`src/hw/rtl/sonar_point_average_filter_unit_assert.svh`:
```
// Assertion macros for the sonar point average filter.
// Used by the top level; expands to nothing when SYNTHESIS is defined.
`ifndef SONAR_POINT_AVERAGE_FILTER_UNIT_ASSERT_SVH
`define SONAR_POINT_AVERAGE_FILTER_UNIT_ASSERT_SVH
`ifndef SYNTHESIS
`define SOPAF_CHECK_IMPL(label, clk, rst_n, ante, cons) \
  label: assert property (@(posedge clk) disable iff (!rst_n) (ante) |-> (cons)) \
    else $error("sopaf check failed");
`define SOPAF_CHECK_NEXT(label, clk, rst_n, ante, cons) \
  label: assert property (@(posedge clk) disable iff (!rst_n) (ante) |=> (cons)) \
    else $error("sopaf check failed");
`else
`define SOPAF_CHECK_IMPL(label, clk, rst_n, ante, cons)
`define SOPAF_CHECK_NEXT(label, clk, rst_n, ante, cons)
`endif
`endif

```
`src/hw/rtl/sopaf_pkg.sv`:
```
// Package for the sonar point average filter: widths, register codes,
// word and status structs, back-end state type. No dependencies.
`timescale 1ns / 1ps
package sopaf_pkg;
  localparam int NUM_CHANNELS_DEF = 16;
  localparam int CH_W       = 4;
  localparam int PT_W       = 32;
  localparam int SUM_W      = 40;
  localparam int CNT_W      = 8;
  localparam int DIST_W     = 31;
  localparam int DIFF_W     = PT_W + 1;
  localparam int SQ_W       = 2 * DIST_W;
  localparam int CFG_IDX_W  = 2;
  localparam int CFG_DATA_W = 31;
  localparam int FIFO_DEPTH = 2;
  localparam int FIFO_PTR_W = 1;
  localparam int FIFO_CNT_W = 2;
  localparam int DIV_CNT_W  = $clog2(SUM_W);

  localparam logic [CFG_IDX_W-1:0] CFG_POINTS_PER_AVERAGE = 2'd0;
  localparam logic [CFG_IDX_W-1:0] CFG_IGNORE_LIMIT       = 2'd1;
  localparam logic [CFG_IDX_W-1:0] CFG_DISTANCE_LIMIT     = 2'd2;

  localparam logic [CNT_W-1:0]  POINTS_RST = 8'd8;
  localparam logic [CNT_W-1:0]  IGNORE_RST = 8'd5;
  localparam logic [DIST_W-1:0] DIST_RST   = 31'd65536;
  localparam logic [CNT_W-1:0]  CNT_MAX    = '1;

  typedef struct packed {
    logic [CNT_W-1:0]  points_per_average;
    logic [CNT_W-1:0]  ignore_limit;
    logic [DIST_W-1:0] distance_limit;
  } cfg_t;

  typedef struct packed {
    logic                   in_range;
    logic [CH_W-1:0]        channel;
    logic signed [PT_W-1:0] point_x;
    logic signed [PT_W-1:0] point_y;
  } work_t;

  typedef struct packed {
    logic signed [SUM_W-1:0] sum_x;
    logic signed [SUM_W-1:0] sum_y;
    logic [CNT_W-1:0]        point_count;
    logic [CNT_W-1:0]        ignored_count;
  } chan_rec_t;

  typedef struct packed {
    logic                    start;
    logic signed [SUM_W-1:0] num_x;
    logic signed [SUM_W-1:0] num_y;
    logic [CNT_W-1:0]        den;
  } div_req_t;

  typedef struct packed {
    logic                   done;
    logic signed [PT_W-1:0] quo_x;
    logic signed [PT_W-1:0] quo_y;
  } div_rsp_t;

  typedef struct packed {
    logic full;
    logic empty;
  } fifo_status_t;

  typedef struct packed {
    logic in_div;
    logic div_done;
  } back_status_t;

  typedef enum logic [3:0] {
    BK_POP, BK_READ, BK_LOAD, BK_DECIDE, BK_DIV, BK_DIFF, BK_SQ_X, BK_SQ_Y,
    BK_SQ_L, BK_CMP, BK_ACC, BK_REJ, BK_WRITE, BK_OUT
  } back_state_t;

  typedef enum logic {
    MODE_NEAR, MODE_EMIT
  } div_mode_t;
endpackage

```
`src/hw/rtl/sopaf_if.sv`:
```


interface sopaf_out_if import sopaf_pkg::*; ();
  logic                   valid;
  logic                   ready;
  logic                   emit;
  logic signed [PT_W-1:0] mean_x;
  logic signed [PT_W-1:0] mean_y;
  modport source (output valid, emit, mean_x, mean_y, input ready);
  modport sink (input valid, emit, mean_x, mean_y, output ready);
endinterface


```
`src/hw/rtl/sopaf_back.sv`:
```
// Back end: per-channel state memory, sequencer for flush / accumulate /
// outlier test, shared multiplier, result register. Depends on sopaf_pkg, sopaf_if.
`timescale 1ns / 1ps
module sopaf_back import sopaf_pkg::*; #(
  parameter int NUM_CHANNELS = NUM_CHANNELS_DEF
) (
  input  logic         clk,
  input  logic         rst_n,
  input  cfg_t         cfg,
  input  work_t        pop_data,
  input  logic         pop_valid,
  output logic         pop_ready,
  output div_req_t     div_req,
  input  div_rsp_t     div_rsp,
  sopaf_out_if.source  out_ch,
  output back_status_t status
);
  localparam int AW = (NUM_CHANNELS > 1) ? $clog2(NUM_CHANNELS) : 1;

  back_state_t state_r, state_nxt;
  div_mode_t   mode_r, mode_nxt;
  work_t       item_r, item_nxt;
  chan_rec_t   rec_r, rec_nxt;
  chan_rec_t   chan_mem [NUM_CHANNELS];
  chan_rec_t   rd_data_r;
  logic        rd_vld_r;
  logic [NUM_CHANNELS-1:0] vld_r;
  logic [CH_W+AW-1:0] ch_ext;
  logic [AW-1:0]      addr;
  logic               mem_we;
  div_req_t           div_req_r, div_req_nxt;

  logic                   res_emit_r, res_emit_nxt;
  logic signed [PT_W-1:0] res_x_r, res_x_nxt, res_y_r, res_y_nxt;
  logic                   out_valid_r, out_valid_nxt, out_emit_r, out_emit_nxt;
  logic signed [PT_W-1:0] out_x_r, out_x_nxt, out_y_r, out_y_nxt;

  logic [DIFF_W-1:0] dx_r, dx_nxt, dy_r, dy_nxt;
  logic [SQ_W-1:0]   sqx_r, sqx_nxt, sqy_r, sqy_nxt, sql_r, sql_nxt;
  logic [DIST_W-1:0] mul_a;
  logic [SQ_W-1:0]   mul_p;

  logic [CNT_W-1:0]        need, cnt_acc;
  logic signed [SUM_W-1:0] sum_x_acc, sum_y_acc;
  logic forced_flush, direct_acc, acc_full, far, near;

  function automatic logic [DIFF_W-1:0] abs_diff(logic signed [PT_W-1:0] a,
                                                 logic signed [PT_W-1:0] b);
    logic signed [DIFF_W-1:0] d;
    d = DIFF_W'(a) - DIFF_W'(b);
    return d[DIFF_W-1] ? DIFF_W'(-d) : DIFF_W'(d);
  endfunction

  assign ch_ext  = {{AW{1'b0}}, item_r.channel};
  assign addr    = ch_ext[AW-1:0];
  assign div_req = div_req_r;

  assign need         = (cfg.points_per_average == '0) ? CNT_W'(1) : cfg.points_per_average;
  assign forced_flush = (cfg.distance_limit != '0) && (rec_r.ignored_count >= cfg.ignore_limit);
  assign direct_acc   = (cfg.distance_limit == '0) || (rec_r.point_count == '0);
  assign sum_x_acc    = rec_r.sum_x + SUM_W'(item_r.point_x);
  assign sum_y_acc    = rec_r.sum_y + SUM_W'(item_r.point_y);
  assign cnt_acc      = rec_r.point_count + 1'b1;
  assign acc_full     = cnt_acc >= need;
  assign far          = (dx_r >= DIFF_W'(cfg.distance_limit)) ||
                        (dy_r >= DIFF_W'(cfg.distance_limit));
  assign near         = ({1'b0, sqx_r} + {1'b0, sqy_r}) < {1'b0, sql_r};

  always_comb begin
    case (state_r)
      BK_SQ_X: mul_a = dx_r[DIST_W-1:0];
      BK_SQ_Y: mul_a = dy_r[DIST_W-1:0];
      default: mul_a = cfg.distance_limit;
    endcase
  end
  assign mul_p = mul_a * mul_a;

  assign out_ch.valid    = out_valid_r;
  assign out_ch.emit     = out_emit_r;
  assign out_ch.mean_x   = out_x_r;
  assign out_ch.mean_y   = out_y_r;
  assign status.in_div   = state_r == BK_DIV;
  assign status.div_done = div_rsp.done;

  always_comb begin
    state_nxt = state_r;
    case (state_r)
      BK_POP:    if (pop_valid) state_nxt = pop_data.in_range ? BK_READ : BK_OUT;
      BK_READ:   state_nxt = BK_LOAD;
      BK_LOAD:   state_nxt = BK_DECIDE;
      BK_DECIDE: begin
        if (forced_flush) state_nxt = (rec_r.point_count != '0) ? BK_DIV : BK_WRITE;
        else if (direct_acc) state_nxt = BK_ACC;
        else state_nxt = BK_DIV;
      end
      BK_DIV:    if (div_rsp.done) state_nxt = (mode_r == MODE_NEAR) ? BK_DIFF : BK_WRITE;
      BK_DIFF:   state_nxt = BK_SQ_X;
      BK_SQ_X:   state_nxt = far ? BK_REJ : BK_SQ_Y;
      BK_SQ_Y:   state_nxt = BK_SQ_L;
      BK_SQ_L:   state_nxt = BK_CMP;
      BK_CMP:    state_nxt = near ? BK_ACC : BK_REJ;
      BK_ACC:    state_nxt = acc_full ? BK_DIV : BK_WRITE;
      BK_REJ:    state_nxt = BK_WRITE;
      BK_WRITE:  state_nxt = BK_OUT;
      BK_OUT:    if (!out_valid_r || out_ch.ready) state_nxt = BK_POP;
      default:   state_nxt = BK_POP;
    endcase
  end

  always_comb begin
    item_nxt      = item_r;
    rec_nxt       = rec_r;
    mode_nxt      = mode_r;
    res_emit_nxt  = res_emit_r;
    res_x_nxt     = res_x_r;
    res_y_nxt     = res_y_r;
    dx_nxt        = dx_r;
    dy_nxt        = dy_r;
    sqx_nxt       = sqx_r;
    sqy_nxt       = sqy_r;
    sql_nxt       = sql_r;
    div_req_nxt   = div_req_r;
    div_req_nxt.start = 1'b0;
    out_valid_nxt = out_valid_r;
    out_emit_nxt  = out_emit_r;
    out_x_nxt     = out_x_r;
    out_y_nxt     = out_y_r;
    pop_ready     = 1'b0;
    mem_we        = 1'b0;
    if (out_valid_r && out_ch.ready) out_valid_nxt = 1'b0;
    case (state_r)
      BK_POP: begin
        pop_ready = 1'b1;
        if (pop_valid) begin
          item_nxt     = pop_data;
          res_emit_nxt = 1'b0;
          res_x_nxt    = '0;
          res_y_nxt    = '0;
        end
      end
      BK_LOAD: rec_nxt = rd_vld_r ? rd_data_r : '0;
      BK_DECIDE: begin
        if (forced_flush) begin
          rec_nxt      = '0;
          res_emit_nxt = 1'b1;
          if (rec_r.point_count != '0) begin
            div_req_nxt = '{start: 1'b1, num_x: rec_r.sum_x, num_y: rec_r.sum_y,
                            den: rec_r.point_count};
            mode_nxt    = MODE_EMIT;
          end
        end else if (!direct_acc) begin
          div_req_nxt = '{start: 1'b1, num_x: rec_r.sum_x, num_y: rec_r.sum_y,
                          den: rec_r.point_count};
          mode_nxt    = MODE_NEAR;
        end
      end
      BK_DIV: begin
        if (div_rsp.done) begin
          if (mode_r == MODE_NEAR) begin
            dx_nxt = abs_diff(item_r.point_x, div_rsp.quo_x);
            dy_nxt = abs_diff(item_r.point_y, div_rsp.quo_y);
          end else begin
            res_x_nxt = div_rsp.quo_x;
            res_y_nxt = div_rsp.quo_y;
          end
        end
      end
      BK_SQ_X: sqx_nxt = mul_p;
      BK_SQ_Y: sqy_nxt = mul_p;
      BK_SQ_L: sql_nxt = mul_p;
      BK_ACC: begin
        rec_nxt.sum_x       = sum_x_acc;
        rec_nxt.sum_y       = sum_y_acc;
        rec_nxt.point_count = cnt_acc;
        if (acc_full) begin
          div_req_nxt = '{start: 1'b1, num_x: sum_x_acc, num_y: sum_y_acc, den: cnt_acc};
          mode_nxt            = MODE_EMIT;
          res_emit_nxt        = 1'b1;
          rec_nxt.sum_x       = '0;
          rec_nxt.sum_y       = '0;
          rec_nxt.point_count = '0;
        end
      end
      BK_REJ: begin
        if (rec_r.ignored_count != CNT_MAX)
          rec_nxt.ignored_count = rec_r.ignored_count + 1'b1;
      end
      BK_WRITE: mem_we = 1'b1;
      BK_OUT: begin
        if (!out_valid_r || out_ch.ready) begin
          out_valid_nxt = 1'b1;
          out_emit_nxt  = res_emit_r;
          out_x_nxt     = res_x_r;
          out_y_nxt     = res_y_r;
        end
      end
      default: ;
    endcase
  end

  always_ff @(posedge clk) begin
    if (!rst_n) begin
      state_r     <= BK_POP;
      out_valid_r <= 1'b0;
      vld_r       <= '0;
      div_req_r   <= '0;
    end else begin
      state_r     <= state_nxt;
      out_valid_r <= out_valid_nxt;
      if (mem_we) vld_r[addr] <= 1'b1;
      div_req_r   <= div_req_nxt;
    end
  end

  always_ff @(posedge clk) begin
    if (mem_we) chan_mem[addr] <= rec_r;
    rd_data_r <= chan_mem[addr];
    rd_vld_r  <= vld_r[addr];
  end

  always_ff @(posedge clk) begin
    item_r          <= item_nxt;
    rec_r           <= rec_nxt;
    mode_r          <= mode_nxt;
    res_emit_r      <= res_emit_nxt;
    res_x_r         <= res_x_nxt;
    res_y_r         <= res_y_nxt;
    dx_r            <= dx_nxt;
    dy_r            <= dy_nxt;
    sqx_r           <= sqx_nxt;
    sqy_r           <= sqy_nxt;
    sql_r           <= sql_nxt;
    out_emit_r      <= out_emit_nxt;
    out_x_r         <= out_x_nxt;
    out_y_r         <= out_y_nxt;
  end
endmodule

```
`src/flat_wrapper.sv`:
```
// flat-port wrapper written by rule: the top's interface ports become plain ports
module sopaf_back_flat import sopaf_pkg::*;
#(
  parameter int NUM_CHANNELS = NUM_CHANNELS_DEF
)
  (clk, rst_n, cfg, pop_data, pop_valid, pop_ready, div_req, div_rsp, status, out_ch_valid, out_ch_emit, out_ch_mean_x, out_ch_mean_y, out_ch_ready);
  sopaf_out_if out_ch_i ();
  input  logic clk;
  input  logic rst_n;
  input  cfg_t cfg;
  input  work_t pop_data;
  input  logic pop_valid;
  output logic pop_ready;
  output div_req_t div_req;
  input  div_rsp_t div_rsp;
  output back_status_t status;
  output wire logic [$bits(out_ch_i.valid)-1:0] out_ch_valid;
  output wire logic [$bits(out_ch_i.emit)-1:0] out_ch_emit;
  output wire logic [$bits(out_ch_i.mean_x)-1:0] out_ch_mean_x;
  output wire logic [$bits(out_ch_i.mean_y)-1:0] out_ch_mean_y;
  input wire logic [$bits(out_ch_i.ready)-1:0] out_ch_ready;
  assign out_ch_valid = out_ch_i.valid;
  assign out_ch_emit = out_ch_i.emit;
  assign out_ch_mean_x = out_ch_i.mean_x;
  assign out_ch_mean_y = out_ch_i.mean_y;
  assign out_ch_i.ready = out_ch_ready;
  sopaf_back #(.NUM_CHANNELS(NUM_CHANNELS)) u_core (.clk(clk), .rst_n(rst_n), .cfg(cfg), .pop_data(pop_data), .pop_valid(pop_valid), .pop_ready(pop_ready), .div_req(div_req), .div_rsp(div_rsp), .out_ch(out_ch_i), .status(status));
endmodule
```
`config.mk`:
```
export PLATFORM = sky130hd
export DESIGN_NAME = sopaf_back_flat
export DESIGN_NICKNAME = d
export VERILOG_FILES = /design/src/hw/rtl/sonar_point_average_filter_unit_assert.svh /design/src/hw/rtl/sopaf_pkg.sv /design/src/hw/rtl/sopaf_if.sv /design/src/hw/rtl/sopaf_back.sv /design/src/flat_wrapper.sv
export SDC_FILE = /design/constraint.sdc
export NUM_CORES = 2
export LEC_CHECK = 0
export BUFFER_PORTS_ARGS = -buffer_cell sky130_fd_sc_hd__buf_4
export CORE_ASPECT_RATIO = 1.75
export CORE_MARGIN = 4
export CORE_UTILIZATION = 45
export CTS_CLUSTER_SIZE = 25
export DETAILED_ROUTE_END_ITERATION = 10
export GPL_TIMING_DRIVEN = 0
export MAX_ROUTING_LAYER = met4
export PLACE_DENSITY = 0.64
export SLEW_MARGIN = 20
export SYNTH_ARGS = -nofsm -noshare
export SYNTH_HDL_FRONTEND = slang
export SYNTH_SLANG_ARGS = --single-unit
```
`constraint.sdc`:
```
create_clock -name clk -period 13.6 [get_ports clk]
set_input_delay 1.36 -clock clk [delete_from_list [all_inputs] [get_ports clk]]
set_output_delay 1.36 -clock clk [all_outputs]
set_load 0.02 [all_outputs]
```
==> impl_metrics.toml <==
[place]
gp_congestion = 1.09
hpwlAfterDp_mm = 345
dp_worst_setup_slack_ns = 0.551
io_buffers = 341
dp.cells = 13000

[cells_and_area]
final_common_cell = "edfxtp_1"
drive_gt1_frac = 0.158
syn_to_final_growth_pct = 14.4
fin_nets = 11100
stdcell_count = 13400
layout_common_cells = "edfxtp_1, inv_1, fa_1"

[clock_network]
clkSinkCount = 2287
clockBufferDepth = 4
cts_max_level = 4
root_buffer = "clkbuf_16"
clk_pin_slew_ns = 0.06
tritoncts = "yes"
hold_buffers = 0
clk_latency_ns = 0.92
cts_made_buffers = 212

[synthesis]
synthArstFlopShare = 0
synth_edf_count = 2080
avgSynthCellArea_um2 = 14.1
synth_flop_cell = "edfxtp_1"
ys_seq_area_frac = 0.533
ys_types = 90
syn-cell-area_um2 = 125000
synth_nets = 10400
synth-seq-cells = 2287
synthCells = 8848
yosys_warnings = 0

[detailed_routing]
firstDrtPassIters = 6
drc = 0
wl_per_cell_um = 33.2
antenna_left = 0
drt_iter0_markers = 8829
dr_total_vias = 81300
totalWireLength_mm = 445
viasPerCell = 6.07

[worst_setup_path]
r2r-end = "u_core.sql_r[60]"
critPathRequiredTime_ns = 14.11
startpoint = "u_core.state_r[0]"
critPathLaunchType = "flip-flop"
cp-end-kind = "flip-flop"
path_common_cell = "fa_1"
reg2reg_slack_ns = 0.39
r2r_start = "u_core.state_r[0]"
slowest_delay_ns = 0.90
slowest_stage = "clkbuf_1"
cpLargestDelayFamily = "adder cells"
path_buf_inv = 9
endpoint = "u_core.sql_r[60]"
cp.depth = 31
cp_max_fo = 10
r2r.worst_path.cells = 31
worstSetupPathType = "flip-flop to flip-flop"
cp_data_arrival_time_ns = 13.72

[flow_run]
cap_violations = 0

[worst_hold_path]
worstHoldStart = "u_core.res_y_r[5]"
hp-class = "flip-flop to flip-flop"

[floorplanning]
ioPinCount = 343
die_w_um = 406
num_rows = 255
core_um2 = 276000
die_area_um2 = 287000
die_h_um = 705
start_util = 0.453

[grt]
grt_util_all_layers = 0.318
grt_max_degree = 54
antenna_found_initial = 48
grt_pass1_wl_mm = 618
grt_pass1_vias = 84300
gr-total-overflow = 0

[sta]
period_needed_ns = 13.21
clock_skew_ns = 0.125
worst_pin_slew_ns = 1.38
maxSlewViolCount = 0
fin_crit_sh = 0.971
slew_headroom = 0.0781
setup_viol = 0
fin_ws_ns = 0.392
fmax_ghz = 0.0757
rsz0062_at_grt = "false"
final_hold_viol_count = 0

[outcome]
outcome = "finished clean"
==> state kept, by name, indices dropped and copies added, names as in the netlist <==
name                  cells
u_core.sqx_r             61
u_core.sql_r             61
u_core.vld_r             16
u_core.mode_r             1
u_core.rd_vld_r           1
u_core.res_x_r           32
u_core.dy_r              33
u_core.rec_r             96
u_core.sqy_r             61
u_core.out_ch.mean_y     32
u_core.dx_r              33
u_core.out_ch.valid       1
u_core.div_req           89
u_core.out_ch.emit        1
u_core.addr               4
u_core.rd_data_r         96
u_core.item_r            64
u_core.out_ch.mean_x     32
u_core.state_r            4
u_core.res_y_r           32
u_core.chan_mem        1536
u_core.res_emit_r         1
==> cell families (layout without fill, tap and decap cells) <==
logic type,Yosys count,count (layout),synth area share
flip-flops,2287,2287,0.533
AND/OR/NAND/NOR,1574,1574,0.0577
buffers and inverters,1536,2457,0.0462
adder cells (fa/ha/maj),1358,1358,0.181
AO/OA/AOI/OAI,1291,1291,0.0724
multiplexers,499,499,0.0885
XOR/XNOR,303,303,0.0212
other,0,23,0
==> worst reg2reg max path: cells and delay by family (launching register included) <==
family | cells | cell delay [ns]
buf+inv | 9 | 3.27
compound gates | 7 | 2.95
fa+ha+maj | 9 | 4.75
simple gates | 5 | 1.26
mux | 1 | 0.14
flops | 1 | 0.52
==> per-stage QoR <==
stage	setup TNS (ns)	instance area (um2)	hold WS (ns)	util
2_1_floorplan	0	125000	0.400	-
3_3_place_gp	-3593.71	132000	0.402	0.478
3_5_place_dp	0	136000	0.405	0.492
4_1_cts	0	143000	0.412	0.518
5_1_grt	0	143000	0.418	0.518
6_report	0	143000	0.417	0.518
==> area by class of cell <==
cell class | instances | area, um2
Timing Repair Buffer | 534 | 5870
Antenna cell | 23 | 57.6
Sequential cell | 2287 | 66600
Buffer | 341 | 1390
Multi-Input combinational cell | 5025 | 52900
Fill cell | 23000 | 133000
Inverter | 1194 | 4480
Clock inverter | 124 | 1480
Tap cell | 3598 | 4500
Clock buffer | 264 | 5700
==> cell usage after synthesis, types with 72 or more instances <==
cell type  count  area share
nand2_1      471       0.014
a21oi_1      299       0.012
ha_1         608       0.061
a21o_1       198       0.012
clkbuf_1     277      0.0083
inv_1       1184       0.036
nand3_1       78      0.0031
dfxtp_1      207       0.033
o21ai_0      187      0.0075
edfxtp_1    2080        0.50
fa_1         750        0.12
a22o_1        74      0.0052
a222oi_1      72      0.0058
xnor2_1      202       0.014
nor2_1       548       0.016
mux4_2       485       0.087
nor3_1       119      0.0048
xor2_1       101      0.0071
==> what timing repair did <==
item,4_1_cts,5_1_grt
resized for setup,0,1
buffers inserted,0,0
endpoints found under the setup margin,0,3
==> worst min path at each step <==
stage               slack [ns]                        to  depth (start not counted)
floorplan                 0.40        u_core.out_ch.emit                          0
global placement          0.40  u_core.out_ch.mean_x[21]                          0
detailed placement        0.40  u_core.out_ch.mean_x[26]                          0
CTS                       0.41  u_core.out_ch.mean_y[13]                          0
global route              0.42  u_core.out_ch.mean_y[14]                          0
finish                    0.42   u_core.out_ch.mean_y[5]                          0
==> routing by layer <==
layer	global-route usage	share of wire
met1	0.350	0.34
met2	0.529	0.50
met3	0.0536	0.079
met4	0.212	0.087
met5	-	0
Power is not shown: default switching activity piles up to over one toggle a cycle in this logic, so the estimate is an artifact.
